$ cat src/bfm_pkg.sv
// shared types and constants for the bfloat16 truncating multiplier
package bfm_pkg;
   localparam int unsigned WordWidth = 16;
   localparam int unsigned ExpWidth  = 8;
   localparam int unsigned FracWidth = 7;
   localparam int unsigned SigWidth  = FracWidth + 1;
   localparam int unsigned ProdWidth = 2 * SigWidth;
   localparam logic [ExpWidth-1:0] ExpMax  = 8'hFF;
   localparam logic [9:0]          ExpBias = 10'd127;
   localparam logic [WordWidth-2:0] MaxFinite = 15'h7F7F;

   // partial state handed from cell to cell
   typedef struct packed {
      logic                 sign;
      logic                 zero;
      logic [9:0]           exp_sum;
      logic [SigWidth-1:0]  sig_a;
      logic [SigWidth-1:0]  sig_b;
      logic [ProdWidth-1:0] acc;
   } stage_type;
endpackage

$ cat src/bfm_cell.sv
// one shift-add cell: adds one partial product row, passes state on
module bfm_cell
   import bfm_pkg::*;
#(
   parameter int unsigned BitIndex = 0
) (
   input  logic      clock,
   input  logic      reset,
   input  logic      advance,
   input  logic      valid_in,
   input  stage_type stage_in,
   output logic      valid_out,
   output stage_type stage_out
);
   logic      valid_ff;
   stage_type stage_ff;
   stage_type stage_in_w;

   // add operand a shifted by this bit of operand b
   always_comb begin
      stage_in_w = stage_in;
      if (stage_in.sig_b[BitIndex])
         stage_in_w.acc = stage_in.acc
                        + (ProdWidth'(stage_in.sig_a) << BitIndex);
   end

   always_ff @(posedge clock) begin
      if (reset)
         valid_ff <= 1'b0;
      else if (advance)
         valid_ff <= valid_in;
      if (advance)
         stage_ff <= stage_in_w;
   end

   assign valid_out = valid_ff;
   assign stage_out = stage_ff;
endmodule

$ cat src/bf16_multiplier_truncating_ftz_unit.sv
// top level: bfloat16 multiplier, truncating, flush to zero, saturating
//  channel | dir | word
//  req     | in  | operand_a, operand_b (16 bits each)
//  rsp     | out | product (16 bits)
// one word accepted per cycle while the chain advances; stages are the decode register, eight
// shift-add cells, one per significand bit, then the output register
// the whole chain advances when the output register is empty or being taken
// synchronous reset clears all valid bits; payload is not reset
module bf16_multiplier_truncating_ftz_unit
   import bfm_pkg::*;
(
   input  logic clock,
   input  logic reset,
   input  logic req_valid,
   output logic req_ready,
   input  logic [WordWidth-1:0] req_operand_a,
   input  logic [WordWidth-1:0] req_operand_b,
   output logic rsp_valid,
   input  logic rsp_ready,
   output logic [WordWidth-1:0] rsp_product
);
   logic      advance;
   logic      valid_chain [SigWidth+1];
   stage_type stage_chain [SigWidth+1];
   logic      dec_valid_ff;
   stage_type dec_ff, dec_in;
   logic      out_valid_ff;
   logic [WordWidth-1:0] out_ff, out_in;

   assign advance   = !out_valid_ff || rsp_ready;
   assign req_ready = advance;

   // operand cleanup and exponent sum
   always_comb begin
      logic [ExpWidth-1:0] ea, eb;
      logic sa, sb;
      ea = req_operand_a[WordWidth-2:FracWidth];
      eb = req_operand_b[WordWidth-2:FracWidth];
      sa = req_operand_a[WordWidth-1] && ea != ExpMax;
      sb = req_operand_b[WordWidth-1] && eb != ExpMax;
      dec_in.sign    = sa ^ sb;
      dec_in.zero    = ea == '0 || eb == '0 || ea == ExpMax || eb == ExpMax;
      dec_in.exp_sum = 10'(ea) + 10'(eb);
      dec_in.sig_a   = {1'b1, req_operand_a[FracWidth-1:0]};
      dec_in.sig_b   = {1'b1, req_operand_b[FracWidth-1:0]};
      dec_in.acc     = '0;
   end

   always_ff @(posedge clock) begin
      if (reset)
         dec_valid_ff <= 1'b0;
      else if (advance)
         dec_valid_ff <= req_valid;
      if (advance)
         dec_ff <= dec_in;
   end

   assign valid_chain[0] = dec_valid_ff;
   assign stage_chain[0] = dec_ff;

   // row of shift-add cells
   for (genvar i = 0; i < SigWidth; i++) begin : g_cell
      bfm_cell #(.BitIndex(i)) u_cell (
         .clock    (clock),
         .reset    (reset),
         .advance  (advance),
         .valid_in (valid_chain[i]),
         .stage_in (stage_chain[i]),
         .valid_out(valid_chain[i+1]),
         .stage_out(stage_chain[i+1])
      );
   end

   // normalize, truncate, saturate, flush
   always_comb begin
      stage_type s;
      logic [9:0] ex;
      logic [FracWidth-1:0] frac;
      s  = stage_chain[SigWidth];
      ex = s.exp_sum - ExpBias + 10'(s.acc[ProdWidth-1]);
      frac = s.acc[ProdWidth-1] ? s.acc[ProdWidth-2:SigWidth]
                                : s.acc[ProdWidth-3:FracWidth];
      if (s.zero)
         out_in = {s.sign, 15'd0};
      else if (ex[9] || ex == '0)
         out_in = {s.sign, 15'd0};
      else if (ex >= 10'd255)
         out_in = {s.sign, MaxFinite};
      else
         out_in = {s.sign, ex[ExpWidth-1:0], frac};
   end

   always_ff @(posedge clock) begin
      if (reset)
         out_valid_ff <= 1'b0;
      else if (advance)
         out_valid_ff <= valid_chain[SigWidth];
      if (advance)
         out_ff <= out_in;
   end

   assign rsp_valid   = out_valid_ff;
   assign rsp_product = out_ff;
endmodule

$ cat config.mk
export PLATFORM = sky130hd
export DESIGN_NAME = bf16_multiplier_truncating_ftz_unit
export DESIGN_NICKNAME = d
export VERILOG_FILES = /design/src/bfm_pkg.sv /design/src/bfm_cell.sv /design/src/bf16_multiplier_truncating_ftz_unit.sv
export SDC_FILE = /design/constraint.sdc
export NUM_CORES = 1
export LEC_CHECK = 0
export ABC_AREA = 1
export BUFFER_PORTS_ARGS = -buffer_cell sky130_fd_sc_hd__buf_2
export CORE_UTILIZATION = 43
export DETAILED_ROUTE_END_ITERATION = 6
export GPL_TIMING_DRIVEN = 0
export HOLD_SLACK_MARGIN = 0.12
export PLACE_DENSITY_LB_ADDON = 0.1
export SETUP_SLACK_MARGIN = 0.05
export SLEW_MARGIN = 10
export SYNTH_ARGS = -nofsm -noshare
export SYNTH_HDL_FRONTEND = slang
export SYNTH_SLANG_ARGS = --single-unit
export TNS_END_PERCENT = 30
$ cat constraint.sdc
create_clock -name clock -period 10.52 [get_ports clock]
set_clock_uncertainty 0.05 [all_clocks]
set_input_delay 2.104 -clock clock [delete_from_list [all_inputs] [get_ports clock]]
set_output_delay 2.104 -clock clock [all_outputs]
set_load 0.1 [all_outputs]
==> impl_metrics.csv <==
group,metric,value,unit
drt,wirelength,16100,um
drt,via_per_inst,4.82,
clock_tree,ctsRootBufferMaster,"clkbuf_16",
setup_path,path_delay_family,"buffers and inverters",
finish,layout_commonest_cell,"edfxtp_1",
min_path,hold_path_class,"reg -> reg",
clock_tree,clk_latency,540,ps
sta,rsz0062_at_grt,"no",
global_routing,grt_max_degree,99,
floorplanning,core,27000,sq um
setup_path,crit_path_max_incr_delay,450,ps
sta,setup_tns,0,ps
synth,synth.avg_cell_area,12.7,sq um
floorplanning,num_rows,60,
finish,multiInputGateArea,3270,sq um
drt,drtPass1Iterations,4,
clock_tree,path_clk_slew,60,ps
flow_run,maxCapViolations,0,
global_routing,overflow,0,
drt,drc,0,
synth,synth_top_area_share,66.8,%
min_path,hp-start,"dec_ff[24]",
clock_tree,post_cts_buffers,0,
setup_path,required,8370,ps
global_routing,grt_most_used_layer,"met2",
setup_path,cp_slowest_cell,"clkinv_4",
placement,place_ws,4580,ps
synth,ys_ff_latch,273,
setup_path,worstReg2RegStart,"g_cell[7].u_cell.stage_out[15]",
sta,finalHoldViolCount,0,
synth,syn_inst,930,
synth,yosysTopAreaCell,"edfxtp_1",
floorplanning,initial_utilization,43.9,%
synth,ys_warn_count,0,
setup_path,rr_worst_depth,16,
setup_path,crit_type,"in -> out",
setup_path,critPathLaunchType,"input pin",
sta,relSlewSlack,62.8,%
setup_path,cp_common_cell,"buf_2",
synth,ys_seq_area_share,68.4,%
clock_tree,cts-buffers-inserted,30,
clock_tree,h-tree-depth,1,
finish,final_nets,1114,
finish,area_growth,14.1,%
global_routing,met2_usage,23.3,%
power_and_ir_drop,power.leakage,0.00569,uW
setup_path,path_cells,"buf_2, nor2_1, clkinv_4, buf_16, buf_2",
finish,n_fill_cell,2343,
synth,synth_edf_count,263,
synth,synthFlopType,"edfxtp_1",
finish,seqCellArea,8100,sq um
floorplanning,dieArea,28200,sq um
global_routing,grt_pass1_wl,28100,um
placement,place_hpwl,10900,um
placement,routabilityCongestion,0.773,
global_routing,grt_use_total,11.9,%
finish,layout_common_cells,"263 x edfxtp_1, 194 x nand2_1, 88 x inv_1",
global_routing,antenna_found_initial,0,
sta,min_period,5860,ps
sta,finalWorstSetupSlack,4660,ps
setup_path,startpoint,"rsp_ready",
sta,tightest_slew,552,ps
synth,netlist_area,11800,sq um
sta,maxSlewViolCount,0,
drt,vias,6647,
synth,synth.distinct_cells,36,
power_and_ir_drop,p_per_area,238,nW/um^2
power_and_ir_drop,vdd_drop_max,0.000141,V
finish,final_cell_area,13500,sq um
setup_path,cp.depth,5,
synth,syn_nets,1027,
placement,portBuffers,52,
sta,post-route-period-util,55.7,%
global_routing,grtUsageMet3,2.37,%
drt,wl_per_cell,11.7,um
clock_tree,cts_buffer_depth,3,
setup_path,worst_ep_arrival_time,3710,ps
synth,synth.area.top_cells,"edfxtp_1 67%, nand2_1 6.2%, ha_1 5.6%",
finish,diodes,0,
clock_tree,tritoncts,"done",
setup_path,cp_max_fo,98,
clock_tree,clock-sinks,273,
status,run_status,"completed",
global_routing,first_global_vias,6523,
global_routing,grt_use_met1,12.6,%
drt,drtIter0Drc,267,
floorplanning,die_y,168,um
min_path,hold_depth,0,
floorplanning,io_pins,54,
setup_path,end_kind,"output pin",
placement,placed_cell_area,12600,sq um
sta,setup_viol,0,
synth,async_flop_share,0,%
clock_tree,holdBufCountCts,0,
floorplanning,die_w,168,um
clock_tree,cts_repair_resize_count,0,
finish,drive_gt1_share,13.1,%
sta,clock.fmax,171,MHz
drt,postRouteAntennaNets,0,
setup_path,worst-path-buf-inv,4,
==> synth_stat cells, types with 7 or more instances <==
cell and instances:
nand2_1 194, edfxtp_1 263, nand3_1 39, xor2_1 16, ha_1 53, a21o_1 7
o211ai_1 8, clkbuf_1 8, nor2_1 29, inv_2 10, xnor2_1 18, dfxtp_1 10
a21oi_1 54, mux2i_1 7, inv_1 88, fa_1 8, nand2_2 13, o21ai_0 46
nand4_1 17, a31oi_1 10
==> worst paths after layout <==
kind                            slack, ps                             end
worst max-delay path                 4660                       req_ready
worst min-delay path                  360  g_cell[0].u_cell.stage_out[24]
worst max register to register       7550                  rsp_product[6]
worst min register to register        360  g_cell[0].u_cell.stage_out[24]
==> layer usage <==
layer | vias to the layer above | wire, um
li1 | 3457 | -
met1 | 3063 | 6630
met2 | 96 | 8500
met3 | 31 | 586
met4 | 0 | 430
met5 | - | 0
==> power breakdown <==
| group | switching [uW] | leakage, uW | internal [uW] |
|---|---|---|---|
| clock | 384 | 0.000440 | 556 |
| combinational | 526 | 0.00234 | 254 |
| sequential | 70.3 | 0.00291 | 1430 |
==> through the flow <==
step,instances,util [%],total power [uW],hold WS [ps]
4_1_cts,1378,50.1,3260,366
6_report,1378,50.1,3220,362
5_1_grt,1378,50.1,3410,369
3_3_place_gp,1323,46.4,2290,351
2_1_floorplan,930,-,2160,350
3_5_place_dp,1326,46.8,2310,355
==> cell type report <==
class | count | area share, %
clock inverter | 15 | 0.732
clock buffer | 37 | 5.91
inverter | 99 | 2.79
tap | 341 | 3.16
timing repair buffer | 55 | 2.54
multi-input combinational | 543 | 24.2
buffer | 15 | 0.649
sequential | 273 | 60.0
==> sequential cells by signal, indices dropped and copies added, names as in the netlist <==
register and cells:
dec_valid_ff 1, rsp_product 16, g_cell.u_cell.valid_out 8, g_cell.u_cell.stage_out 222, rsp_valid 1, dec_ff 25
==> cell families (layout without fill, tap and decap cells) <==
| family | count (synthesis) | count (layout) | synth area share, % |
|---|---|---|---|
| compound gates | 130 | 130 | 6.03 |
| xor+xnor | 34 | 34 | 2.52 |
| fa+ha+maj | 61 | 61 | 6.96 |
| buf+inv | 114 | 221 | 3.88 |
| flops | 273 | 273 | 68.4 |
| mux | 7 | 7 | 0.592 |
| simple gates | 311 | 311 | 11.6 |
No activity file was read; power rests on OpenSTA's default activity.
